## config.mk

```make
export PLATFORM = sky130hd
export DESIGN_NAME = ttf_queue
export DESIGN_NICKNAME = d
export VERILOG_FILES = /design/src/hdl/ttf_pkg.sv /design/src/hdl/ttf_queue.sv
export SDC_FILE = /design/constraint.sdc
export NUM_CORES = 1
export LEC_CHECK = 0
export BUFFER_PORTS_ARGS = -buffer_cell sky130_fd_sc_hd__buf_4
export CAP_MARGIN = 5
export CORE_AREA = 8 8 372 374
export CTS_BUF_LIST = sky130_fd_sc_hd__clkbuf_4 sky130_fd_sc_hd__clkbuf_8
export CTS_CLUSTER_SIZE = 30
export DETAILED_ROUTE_END_ITERATION = 10
export DIE_AREA = 0 0 380 382
export PLACE_DENSITY_LB_ADDON = 0.12
export SLEW_MARGIN = 5
export SYNTH_ARGS = -nofsm -noshare
export SYNTH_HDL_FRONTEND = slang
export SYNTH_SLANG_ARGS = --single-unit
export TNS_END_PERCENT = 30
```

## constraint.sdc

```tcl
create_clock -name clk -period 17.5 [get_ports clk]
set_input_delay 0 -clock clk [delete_from_list [all_inputs] [get_ports clk]]
set_output_delay 0 -clock clk [all_outputs]
set_load 0.005 [all_outputs]
```

## src/hdl/ttf_pkg.sv

```systemverilog
// Shared types and constants of the triangle tangent frame block.
// No dependencies; imported by every module of the block.
package ttf_pkg;

  localparam int INDEX_W              = 10;
  localparam int WORD_W               = 32;
  localparam int UNIT_W               = 16;
  localparam int DEFAULT_VERTEX_DEPTH = 1024;
  localparam int QUEUE_DEPTH          = 2;
  // 1.0 in Q2.14
  localparam int ONE_Q14              = 16384;

  localparam logic REQ_STORE    = 1'b0;
  localparam logic REQ_TRIANGLE = 1'b1;

  typedef struct packed {
    logic                      req_type;
    logic [INDEX_W-1:0]        vertex_index;
    logic signed [WORD_W-1:0]  pos_x;
    logic signed [WORD_W-1:0]  pos_y;
    logic signed [WORD_W-1:0]  pos_z;
    logic signed [WORD_W-1:0]  tex_s;
    logic signed [WORD_W-1:0]  tex_t;
    logic [INDEX_W-1:0]        corner_b_index;
    logic [INDEX_W-1:0]        corner_c_index;
  } in_item_t;

  typedef struct packed {
    logic signed [WORD_W-1:0]  normal_x;
    logic signed [WORD_W-1:0]  normal_y;
    logic signed [WORD_W-1:0]  normal_z;
    logic signed [UNIT_W-1:0]  tangent_x;
    logic signed [UNIT_W-1:0]  tangent_y;
    logic signed [UNIT_W-1:0]  tangent_z;
    logic signed [UNIT_W-1:0]  bitangent_x;
    logic signed [UNIT_W-1:0]  bitangent_y;
    logic signed [UNIT_W-1:0]  bitangent_z;
    logic                      degenerate;
  } out_item_t;

  typedef struct packed {
    logic signed [WORD_W-1:0]  pos_x;
    logic signed [WORD_W-1:0]  pos_y;
    logic signed [WORD_W-1:0]  pos_z;
    logic signed [WORD_W-1:0]  tex_s;
    logic signed [WORD_W-1:0]  tex_t;
  } corner_t;

  typedef struct packed {
    corner_t a;
    corner_t b;
    corner_t c;
  } tri_t;

endpackage

```

## src/hdl/ttf_queue.sv

```systemverilog
// Short queue of fetched triangles between front and back end.
// Depends on ttf_pkg for the entry type and depth.
module ttf_queue import ttf_pkg::*; (
  input  logic clk,
  input  logic rst,
  input  logic push,
  output logic full,
  input  tri_t wr_data,
  input  logic pop,
  output logic empty,
  output tri_t rd_data
);

  localparam int PW = (QUEUE_DEPTH > 1) ? $clog2(QUEUE_DEPTH) : 1;

  tri_t          slot [QUEUE_DEPTH];
  logic [PW-1:0] wr_ptr;
  logic [PW-1:0] rd_ptr;
  logic [PW:0]   count;
  logic          do_push;
  logic          do_pop;

  function automatic logic [PW-1:0] advance(input logic [PW-1:0] p);
    advance = (p == PW'(QUEUE_DEPTH-1)) ? '0 : p + PW'(1);
  endfunction

  assign full    = (count == (PW+1)'(QUEUE_DEPTH));
  assign empty   = (count == '0);
  assign do_push = push && !full;
  assign do_pop  = pop && !empty;
  assign rd_data = slot[rd_ptr];

  always_ff @(posedge clk) begin
    if (do_push) slot[wr_ptr] <= wr_data;
  end

  always_ff @(posedge clk) begin
    if (rst) begin
      wr_ptr <= '0;
      rd_ptr <= '0;
      count  <= '0;
    end else begin
      if (do_push) wr_ptr <= advance(wr_ptr);
      if (do_pop)  rd_ptr <= advance(rd_ptr);
      if (do_push && !do_pop) count <= count + (PW+1)'(1);
      else if (do_pop && !do_push) count <= count - (PW+1)'(1);
    end
  end

endmodule

```

==> results of run 1 <==
## per-stage QoR
step | std cells | hold WS (ns) | utilization, %
after floorplan | 1518 | 0.0691 | -
after global placement | 4211 | 0.185 | 33.3
after detailed placement | 4211 | 0.188 | 33.3
## logic make-up after synthesis
kind of cell / after synthesis / share of synthesized area [%]
flip-flops: 965 / 83.0
multiplexers: 480 / 15.5
buffers and inverters: 55 / 1.18
AND/OR/NAND/NOR: 9 / 0.126
AO/OA/AOI/OAI: 5 / 0.0718
XOR/XNOR: 3 / 0.0754
adder cells (fa/ha/maj): 1 / 0.0359
==> run metrics, run 1 <==
root cell of the clock tree=sky130_fd_sc_hd__clkbuf_8; total nets after synthesis=2,003; number of placement rows=134; post-CTS setup buffer count=0; fraction of the yosys area taken by sequential cells=83.0%; top cells by count, synth=960 x sky130_fd_sc_hd__edfxtp_1, 280 x sky130_fd_sc_hd__mux2_2, 200 x sky130_fd_sc_hd__mux2_1; Synth area leaders=sky130_fd_sc_hd__edfxtp_1 83%, sky130_fd_sc_hd__mux2_2 9.0%, sky130_fd_sc_hd__mux2_1 6.5%, sky130_fd_sc_hd__buf_6 0.71%, sky130_fd_sc_hd__buf_2 0.45%; syn avg cell area=23.0 µm²; gp weighted congestion=0.819; number of input and output port buffers inserted=965; number of H-tree levels=4; DPL Wire Length=76,900 µm; most common flop cell mapped by yosys=sky130_fd_sc_hd__edfxtp_1; total of cells resized after clock tree synthesis=0; biggest area consumer among synthesized cells=sky130_fd_sc_hd__edfxtp_1; library cells used by synthesis=15; x dimension of the die=380 µm; number of CTS-inserted buffers=175; Yosys warning count=0; cell area after synthesis=34,900 µm²; post-synthesis sequential element count=965; number of top-level pins=966; most frequent cell after synthesis=sky130_fd_sc_hd__edfxtp_1; share of the synthesized area in the top cell type=82.7%; run status=stopped before the end; area of placed instances=44,100 µm²; worst slack at placement=12.68 ns; Clock Sink Count=965; step where the flow halted=4_1_cts; tool error=[ERROR RSZ-0060] Max buffer count reached.; CTS Buffer Depth=3; share of synthesized registers carrying an async set or reset=0%; height of the die=382 µm; number of synthesized flops with an enable pin=960; Initial Utilization=26.3%; quantity of hold-fixing buffers added after cts=904; synthesized netlist cell count=1,518
==> inputs of run 2 (changes only) <==
CORE_AREA = 8 8 373 375   (was 8 8 372 374)
CTS_BUF_LIST = unset   (was sky130_fd_sc_hd__clkbuf_4 sky130_fd_sc_hd__clkbuf_8)
CTS_CLUSTER_SIZE = unset   (was 30)
DIE_AREA = 0 0 381 383   (was 0 0 380 382)
PLACE_DENSITY_LB_ADDON = 0.15   (was 0.12)
==> run 2 against run 1 <==
  * The flow now finishes without violations
  * Area after synthesis stayed put
  * Synthesized cell count stayed put
==> run metrics, run 2 <==
Leak=20.5 nW; number of standard cells in the final layout excluding fillers=5,182; commonest non-fill, non-tap cells in the layout=975 x sky130_fd_sc_hd__buf_4, 960 x sky130_fd_sc_hd__edfxtp_1, 756 x sky130_fd_sc_hd__dlygate4sd3_1; GRT Residual Overflow=0; data required time of the critical path=17.50 ns; post-route clock skew=0.0374 ns; category of the most critical setup path=reg -> out; Max stage delay on crit path=0.89 ns; number of max-cap violations=0; cell area after synthesis=34,900 µm²; peak supply drop=0.0997 mV; post-synthesis sequential element count=965; Final Setup Violations=0; worst slew margin relative to its limit=25.7%; area of the core=133,000 µm²; Routed WL=112,000 µm; drt wl/cell=21.7 µm; root cell of the clock tree=sky130_fd_sc_hd__clkbuf_16; share of the clock period used by the worst path after layout=29.0%; minimum setup slack in the final design=12.42 ns; DPL Wire Length=79,400 µm; quantity of hold-fixing buffers added after cts=754; number of synthesized flops with an enable pin=960; total number of vias=21,300; cell with the largest stage delay on the worst path=sky130_fd_sc_hd__buf_4; Clock Sink Count=965; gp weighted congestion=0.874; biggest area consumer among synthesized cells=sky130_fd_sc_hd__edfxtp_1; worst slack at placement=12.80 ns; total global routing track utilization=14.7%; CTS Buffer Depth=3; number of remaining DRC errors=0; flip-flop count of the largest register after layout=960; number of top-level pins=966; top cells by count, synth=960 x sky130_fd_sc_hd__edfxtp_1, 280 x sky130_fd_sc_hd__mux2_2, 200 x sky130_fd_sc_hd__mux2_1; number of input and output port buffers inserted=965; net count of the finished layout=3,794; fraction of the yosys area taken by sequential cells=83.0%; x dimension of the die=381 µm; total of cells resized after clock tree synthesis=0; most frequent standard cell in the layout excluding fill and tap cells=sky130_fd_sc_hd__buf_4; RSZ-0062 raised after global routing=no; top flop regs=slot (960), count (2); worst endpoint data arrival time=5.08 ns; number of global-route vias before repair=23,900; number of placement rows=134; cells along the critical path=buf_4 > buf_4 > buf_4 > mux2_2 > buf_4; area of placed instances=44,100 µm²; first-pass iteration count of the detailed router=4; synthesized netlist cell count=1,518; Clock Pin Slew Worst Setup and Hold Paths=0.06 ns; number of hold violations in the final report=0; remaining number of nets flagged by the antenna check after routing=0; setup total negative slack=0 ns; min-delay worst type=in -> reg; capturing element type of the critical path=primary output; maximum number of pins on one net before global-route repair=154; syn avg cell area=23.0 µm²; cell total after placement=4,212; number of H-tree levels=3; Layout Area Growth over Synthesis=58.2%; number of CTS-inserted buffers=107; Highest Clock Rate=0.197 GHz; total nets after synthesis=2,003; Synth area leaders=sky130_fd_sc_hd__edfxtp_1 83%, sky130_fd_sc_hd__mux2_2 9.0%, sky130_fd_sc_hd__mux2_1 6.5%, sky130_fd_sc_hd__buf_6 0.71%, sky130_fd_sc_hd__buf_2 0.45%; Worst-Skew Late Latency=0.69 ns; worst-margin pin slew=1.12 ns; Initial Utilization=26.2%; TritonCTS clock tree=done; top fanout value on the critical path=82; library cells used by synthesis=15; Yosys warning count=0; final worst path period need=5.08 ns; share of the synthesized area in the top cell type=82.7%; Total Die Area=146,000 µm²; DRC marker count from the first detailed-route iteration=866; share of synthesized registers carrying an async set or reset=0%; design area=55,100 µm²; run status=completed; wire length of the first global-routing pass=161,000 µm; initial antenna violation count=18; share of final-layout standard cells stronger than drive strength 1=41.7%; height of the die=383 µm; max-slew violation count=0; CP startpoint kind=flip-flop; most common flop cell mapped by yosys=sky130_fd_sc_hd__edfxtp_1; post-CTS setup buffer count=0; Crit path top cell by count=sky130_fd_sc_hd__buf_4; most frequent cell after synthesis=sky130_fd_sc_hd__edfxtp_1; number of filler cells placed in the layout=12,100; pwr dens=127 nW/µm²; detail-routed via count per cell=4.12; largest reg by FF count=slot
==> run 2: cell counts after synthesis <==
Identical to the previous run, type by type.
==> run 2: kinds of logic (layout without fill, tap and decap cells) <==
family	Yosys count	after routing	synth area share, %
xor+xnor	3	3	0.0754
fa+ha+maj	1	1	0.0359
other cells	0	18	0
compound gates	5	5	0.0718
flops	965	965	83.0
mux	480	480	15.5
simple gates	9	9	0.126
buf+inv	55	1933	1.18
==> run 2: where the power goes <==
| part | switching [W] | internal [W] |
|---|---|---|
| Clock | 0.000909 | 0.00128 |
| Combinational | 0.000863 | 0.000950 |
| Sequential | 0.0000923 | 0.00291 |
| Total | 0.00186 | 0.00514 |
==> run 2: path summary, 6_finish.rpt <==
| kind | start | to | slack, ns | cells past startpoint |
|---|---|---|---|---|
| setup reg to reg | count[0]$_SDFFE_PP0P_ | slot[0][361]$_DFFE_PP_ | 12.87 | 6 |
| hold / removal | wr_data[276] | slot[0][276]$_DFFE_PP_ | 0.08 | 2 |
| hold reg to reg | wr_ptr$_SDFFE_PP0P_ | wr_ptr$_SDFFE_PP0P_ | 0.51 | 2 |
| setup / recovery | flip-flop | rd_data[134] | 12.42 | 5 |
==> run 2: critical path, delay by kind of cell, from the launching register on <==
family	cells	cell delay [ns]
flops	1	0.87
buf+inv	4	2.80
mux	1	0.43
==> run 2: through the flow <==
stage,hold WS [ns],power (W),utilization [%]
2_1_floorplan,0.0691,0.00393,-
3_3_place_gp,0.185,0.00474,33.2
3_5_place_dp,0.187,0.00476,33.2
4_1_cts,0.0000439,0.00713,41.5
5_1_grt,0.00316,0.00732,41.5
6_report,0.0763,0.00700,41.5
==> run 2: area by class of cell <==
type | count | area [µm²] | area share, %
inverter | 2 | 15.0 | 0.0272
clock buffer | 123 | 2800 | 5.08
tap | 1768 | 2210 | 4.01
multi-input combinational | 498 | 5520 | 10.0
antenna | 18 | 45.0 | 0.0817
timing repair buffer | 1735 | 15000 | 27.1
clock inverter | 73 | 651 | 1.18
sequential | 965 | 28900 | 52.5
==> run 2: metal layers <==
metal | vias to the layer above | share of wire, % | global-route usage [%]
met1 | 10700 | 36 | 15.5
met5 | - | 0.012 | 0
met3 | 188 | 8.3 | 5.69
li1 | 9706 | - | -
met2 | 757 | 52 | 26.4
met4 | 2 | 3.7 | 5.53
Power figures use the tool's default switching activity.
==> inputs of run 3 (changes only) <==
ABC_AREA = 1   (was unset)
clock period = 4.8 ns   (was 17.5 ns; I/O delays follow)
==> run 3 against run 2 <==
  * Non-clock buffer count is 70 higher
  * Global-route usage hardly changed
  * Hold slack worse by 0.0093 ns
  * Clock power grew to 3.5 times the previous value
  * Area after synthesis hardly changed
  * Via count is 0.49% higher
  * Largest cell class unchanged
  * First-iteration DRC count is 2.0% higher
==> run metrics, run 3 <==
buffering stage count on the worst path with inverters included=3; library cells used by synthesis=15; peak supply drop=0.311 mV; number of gates on the worst path with buffers counted=4; beginning of the worst register-to-register path=count[1]$_SDFFE_PP0P_; biggest area consumer among synthesized cells=sky130_fd_sc_hd__edfxtp_1; top flop regs=slot (960), count (2); Hold Path Depth=2; wire length of the first global-routing pass=161,000 µm; Min-Delay Endpoint=slot[0][313]$_DFFE_PP_; post-synthesis mux area share=15.5%; Worst-Skew Late Latency=0.70 ns; number of placement rows=134; Crit path top cell by count=sky130_fd_sc_hd__buf_4; post-layout total power=0.0248 W; worst slack at placement=2.19 ns; Routed WL=112,000 µm; number of H-tree levels=3; worst endpoint data arrival time=3.07 ns; Synth area leaders=sky130_fd_sc_hd__edfxtp_1 83%, sky130_fd_sc_hd__mux2_2 9.0%, sky130_fd_sc_hd__mux2_1 6.5%, sky130_fd_sc_hd__buf_6 0.71%, sky130_fd_sc_hd__buf_2 0.44%; DPL Wire Length=80,400 µm; Yosys warning count=0; logic depth of the worst register-to-register path=10; cell area after synthesis=34,900 µm²; RSZ-0062 raised after global routing=no; Final Setup Violations=0; total of cells resized after clock tree synthesis=0; data required time of the critical path=4.80 ns; root cell of the clock tree=sky130_fd_sc_hd__clkbuf_16; CTS Buffer Depth=3; height of the die=383 µm; synthesized-area fraction occupied by and/or/nand/nor cells=0.190%; top cells by count, synth=960 x sky130_fd_sc_hd__edfxtp_1, 280 x sky130_fd_sc_hd__mux2_2, 200 x sky130_fd_sc_hd__mux2_1; Clock Pin Slew Worst Setup and Hold Paths=0.06 ns; largest reg by FF count=slot; start point of the worst min-delay path=wr_data[313]; maximum number of pins on one net before global-route repair=102; flip-flop count of the largest register after layout=960; synthesized netlist cell count=1,530; cell type group with the largest total delay on the critical path=flip-flops; gp weighted congestion=0.793; post-CTS setup buffer count=0; minimum setup slack in the final design=1.73 ns; total global routing track utilization=14.7%; most frequent cell after synthesis=sky130_fd_sc_hd__edfxtp_1; CP startpoint kind=flip-flop; detail-routed via count per cell=4.07; syn avg cell area=22.8 µm²; remaining number of nets flagged by the antenna check after routing=0; GRT Residual Overflow=0; post-synthesis adder-cell area fraction=0.0359%; share of the clock period used by the worst path after layout=64.0%; drt wl/cell=21.2 µm; net count of the finished layout=3,876; total nets after synthesis=2,015; compound-cell area share of the yosys netlist=0.0861%; cells along the critical path=buf_4 > buf_4 > mux2_2 > buf_4; share of synthesized registers carrying an async set or reset=0%; number of hold violations in the final report=0; number of synthesized flops with an enable pin=960; Layout Area Growth over Synthesis=59.9%; capture instance of the worst register-to-register path=count[1]$_SDFFE_PP0P_; initial antenna violation count=26; category of the most critical setup path=reg -> out; Leak=20.7 nW; number of global-route vias before repair=24,200; total number of vias=21,400; worst reg2reg setup slack=2.20 ns; combinational family with the most area after synthesis=multiplexers; post-synthesis sequential element count=965; number of filler cells placed in the layout=12,000; worst slew margin relative to its limit=28.4%; Total Die Area=146,000 µm²; Max stage delay on crit path=1.03 ns; most common flop cell mapped by yosys=sky130_fd_sc_hd__edfxtp_1; min-delay worst type=in -> reg; worst-margin pin slew=1.07 ns; capturing element type of the critical path=primary output; pwr dens=445 nW/µm²; commonest non-fill, non-tap cells in the layout=1,001 x sky130_fd_sc_hd__buf_4, 960 x sky130_fd_sc_hd__edfxtp_1, 793 x sky130_fd_sc_hd__dlygate4sd3_1; TritonCTS clock tree=done; run status=completed; post-route core utilization=42.0%; fraction of the yosys area taken by sequential cells=82.9%; final worst path period need=3.07 ns; number of top-level pins=966; fraction of synthesized cell area in xor and xnor cells=0%; DRC marker count from the first detailed-route iteration=883; number of max-cap violations=0; Highest Clock Rate=0.325 GHz; cell with the largest stage delay on the worst path=sky130_fd_sc_hd__dfxtp_4; share of final-layout standard cells stronger than drive strength 1=41.4%; number of input and output port buffers inserted=965; number of remaining DRC errors=0; max-slew violation count=0; top fanout value on the critical path=63; area of the core=133,000 µm²; Clock Sink Count=965; most frequent standard cell in the layout excluding fill and tap cells=sky130_fd_sc_hd__buf_4; first-pass iteration count of the detailed router=6; x dimension of the die=381 µm; share of the synthesized area in the top cell type=82.7%; post-route clock skew=0.0289 ns; number of CTS-inserted buffers=107; Initial Utilization=26.3%
-- run 3: stage by stage --
| step | cells | hold WS [ns] | instance area (µm²) | TNS [ns] |
|---|---|---|---|---|
| finish | 5272 | 0.0670 | 55800 | 0 |
| global route | 5263 | 0.00157 | 55700 | 0 |
| CTS | 5245 | 0.000156 | 55700 | 0 |
| detailed placement | 4257 | 0.188 | 44500 | 0 |
| global placement | 4257 | 0.185 | 44500 | 0 |
| floorplan | 1530 | 0.0989 | 34900 | -3064.70 |
-- run 3: logic make-up after synthesis --
family                     count (synthesis)
buffers and inverters                     62
DFF                                      965
and+or+nand+nor                           16
AOI/OAI and AO/OA                          6
muxes                                    480
adders and majority gates                  1
-- run 3: final cells by class --
| type | instances | area, µm² | share of cell area [%] |
|---|---|---|---|
| Clock buffer | 136 | 2830 | 5.07 |
| Multi-Input combinational cell | 503 | 5540 | 9.94 |
| Inverter | 9 | 33.8 | 0.0606 |
| Antenna cell | 26 | 65.1 | 0.117 |
| Clock inverter | 60 | 468 | 0.839 |
| Tap cell | 1768 | 2210 | 3.97 |
| Timing Repair Buffer | 1805 | 15700 | 28.1 |
| Sequential cell | 965 | 28900 | 51.9 |
-- run 3: layer usage --
layer	wire length (µm)	vias to the layer above	share of wire, %	global-route usage [%]
li1	-	9885	-	-
met1	41900	10600	37	16.1
met4	3340	6	3.0	4.69
met3	11300	161	10	6.93
met5	37	-	0.033	0
met2	55400	756	49	25.3
-- run 3: how the worst max path moves through the flow --
| stage | end | start |
|---|---|---|
| after global placement | slot[1][351]$_DFFE_PP_ | wr_ptr$_SDFFE_PP0P_ |
| after CTS | rd_data[245] | flip-flop |
| after global routing | rd_data[23] | flip-flop |
| after floorplan | slot[0][0]$_DFFE_PP_ | count[1]$_SDFFE_PP0P_ |
| after detailed placement | slot[1][141]$_DFFE_PP_ | count[1]$_SDFFE_PP0P_ |
| final | rd_data[245] | flip-flop |
-- run 3: power breakdown --
group,internal [W],total [W],switching (W)
Clock,0.00438,0.00767,0.00329
Sequential,0.0106,0.0109,0.000289
Combinational,0.00321,0.00622,0.00300
-- run 3: what timing repair did --
action,4_1_cts,5_1_grt
endpoints found under the hold margin,999,2
setup endpoints to repair,0,0
hold buffers,792,1
==> inputs of run 4 (changes only) <==
clock period = 2.74 ns   (was 4.8 ns; I/O delays follow)
==> run 4 against run 3 <==
  * Total power grew 76%
  * Highest routed layer unchanged
  * Count of clock-buffer cells in the layout shrank 5
  * Largest power group unchanged
  * Sequential power grew 75%
  * Critical endpoint is now count[1]$_SDFFE_PP0P_
  * Sequential cell count is the same
  * Worst setup slack lost 1.5 ns
  * Clock power grew 77%
  * Non-clock buffer count shrank 21
  * Critical path depth grew 6
  * Via count grew 0.44%
  * Register-to-register slack lost 2.0 ns
  * Utilization shrank 0.061 points
==> run metrics, run 4 (synthesized netlist as in run 3, its figures left out) <==
total global routing track utilization=14.7%; worst slew margin relative to its limit=61.4%; Total Die Area=146,000 µm²; number of CTS-inserted buffers=106; CTS Buffer Depth=3; buffering stage count on the worst path with inverters included=5; maximum number of pins on one net before global-route repair=74; cells along the critical path=inv_2 > o21ai_4 > inv_1 > ha_1 > inv_1 > nand4_1 > nand2_1 > dlygate4sd3_1 > nor2_1 > dlygate4sd3_1; Reg power frac=43.5%; internal power=0.0323 W; Worst-Skew Late Latency=0.69 ns; total number of vias=21,500; top flop regs=slot (960), count (2); DPL Wire Length=81,200 µm; Layout Area Growth over Synthesis=59.6%; final worst path period need=2.51 ns; RSZ-0062 raised after global routing=no; worst reg2reg setup slack=0.23 ns; most frequent standard cell in the layout excluding fill and tap cells=sky130_fd_sc_hd__buf_4; area of the core=133,000 µm²; start point of the worst min-delay path=wr_data[255]; share of final-layout standard cells stronger than drive strength 1=41.7%; beginning of the worst register-to-register path=count[1]$_SDFFE_PP0P_; post-route core utilization=41.9%; max-slew violation count=0; detail-routed via count per cell=4.11; Hold Path Depth=2; worst-margin pin slew=0.579 ns; pwr dens=787 nW/µm²; Routed WL=113,000 µm; x dimension of the die=381 µm; run status=completed; root cell of the clock tree=sky130_fd_sc_hd__clkbuf_16; total of cells resized after clock tree synthesis=0; net count of the finished layout=3,854; number of placement rows=134; largest reg by FF count=slot; area of placed instances=44,600 µm²; number of global-route vias before repair=24,300; cell with the largest stage delay on the worst path=sky130_fd_sc_hd__dlygate4sd3_1; share of the clock period used by the worst path after layout=91.8%; Max stage delay on crit path=0.55 ns; remaining number of nets flagged by the antenna check after routing=0; switching part of the total=26.3%; portion of total power attributed to combinational logic=25.4%; number of top-level pins=966; GRT Residual Overflow=0; first-pass iteration count of the detailed router=4; TritonCTS clock tree=done; Leak=20.7 nW; number of input and output port buffers inserted=965; drt wl/cell=21.5 µm; capture instance of the worst register-to-register path=count[1]$_SDFFE_PP0P_; capturing element type of the critical path=flip-flop; Clock Sink Count=965; top fanout value on the critical path=4; flip-flop count of the largest register after layout=960; commonest non-fill, non-tap cells in the layout=988 x sky130_fd_sc_hd__buf_4, 960 x sky130_fd_sc_hd__edfxtp_1, 775 x sky130_fd_sc_hd__dlygate4sd3_1; height of the die=383 µm; Min-Delay Endpoint=slot[0][255]$_DFFE_PP_; gp weighted congestion=0.798; peak supply drop=0.490 mV; Clock Pin Slew Worst Setup and Hold Paths=0.05 ns; number of H-tree levels=3; design area=55,700 µm²; wire length of the first global-routing pass=161,000 µm; number of hold violations in the final report=0; data required time of the critical path=3.31 ns; number of max-cap violations=0; Final Setup Violations=0; NetSw=0.0115 W; post-route clock skew=0.0252 ns; Highest Clock Rate=0.398 GHz; category of the most critical setup path=reg -> reg; initial antenna violation count=23; DRC marker count from the first detailed-route iteration=832; cell type group with the largest total delay on the critical path=buffers and inverters; setup total negative slack=0 ns; logic depth of the worst register-to-register path=10; min-delay worst type=in -> reg; number of remaining DRC errors=0; worst endpoint data arrival time=3.08 ns; CP startpoint kind=flip-flop; Initial Utilization=26.3%; part of the power in the clock network=31.1%
[run 4: cell type report]
type | instances | area (µm²)
clock buffer | 131 | 2770
clock inverter | 58 | 547
inverter | 9 | 33.8
fill | 12000 | 77100
sequential | 965 | 28900
antenna | 17 | 42.5
multi-input combinational | 503 | 5540
tap | 1768 | 2210
timing repair buffer | 1784 | 15600
[run 4: routing by layer]
layer	share of wire (%)	global-route usage, %	wire (µm)
met1	38	16.5	43300
met2	50	25.5	56300
met3	8.8	5.94	9940
met4	2.7	5.03	3070
met5	0.046	0	52
[run 4: timing repair]
item / 4_1_cts / 5_1_grt
setup buffers: 0 / 0
hold buffers: 775 / 0
endpoints found under the hold margin: 1087 / 0
[run 4: worst max path at each step]
stage | from | end | slack [ns] | cells past startpoint
detailed placement | wr_ptr$_SDFFE_PP0P_ | slot[1][5]$_DFFE_PP_ | 0.87 | 4
global route | count[1]$_SDFFE_PP0P_ | count[1]$_SDFFE_PP0P_ | 0.09 | 10
CTS | flip-flop | rd_data[317] | 0.10 | 4
floorplan | count[1]$_SDFFE_PP0P_ | slot[0][0]$_DFFE_PP_ | -5.26 | 3
finish | count[1]$_SDFFE_PP0P_ | count[1]$_SDFFE_PP0P_ | 0.23 | 10
global placement | wr_ptr$_SDFFE_PP0P_ | slot[1][1]$_DFFE_PP_ | 0.87 | 4
[run 4: power groups by stage]
stage	clock [W]	combinational, W	sequential, W
3_3_place_gp	0	0.0104	0.0193
4_1_cts	0.0141	0.0114	0.0191
2_1_floorplan	0	0.00424	0.0197
5_1_grt	0.0146	0.0119	0.0192
3_5_place_dp	0	0.0104	0.0194
6_report	0.0136	0.0111	0.0191
[run 4: per-stage QoR]
step,power (W),hold slack (ns),setup WS [ns],instances
6_report,0.0438,0.0729,0.226,5235
4_1_cts,0.0446,0.000127,0.101,5218
5_1_grt,0.0458,0.0185,0.0919,5232
2_1_floorplan,0.0240,0.0989,-5.26,1530
3_5_place_dp,0.0298,0.188,0.875,4254
3_3_place_gp,0.0297,0.185,0.871,4254
[run 4: worst reg2reg max path: stages (launching register included)]
cell and delay [ns]:
sky130_fd_sc_hd__dfxtp_2 0.35, sky130_fd_sc_hd__inv_2 0.06, sky130_fd_sc_hd__o21ai_4 0.23, sky130_fd_sc_hd__inv_1 0.09, sky130_fd_sc_hd__ha_1 0.31, sky130_fd_sc_hd__inv_1 0.08
sky130_fd_sc_hd__nand4_1 0.09, sky130_fd_sc_hd__nand2_1 0.06, sky130_fd_sc_hd__dlygate4sd3_1 0.55, sky130_fd_sc_hd__nor2_1 0.04, sky130_fd_sc_hd__dlygate4sd3_1 0.54
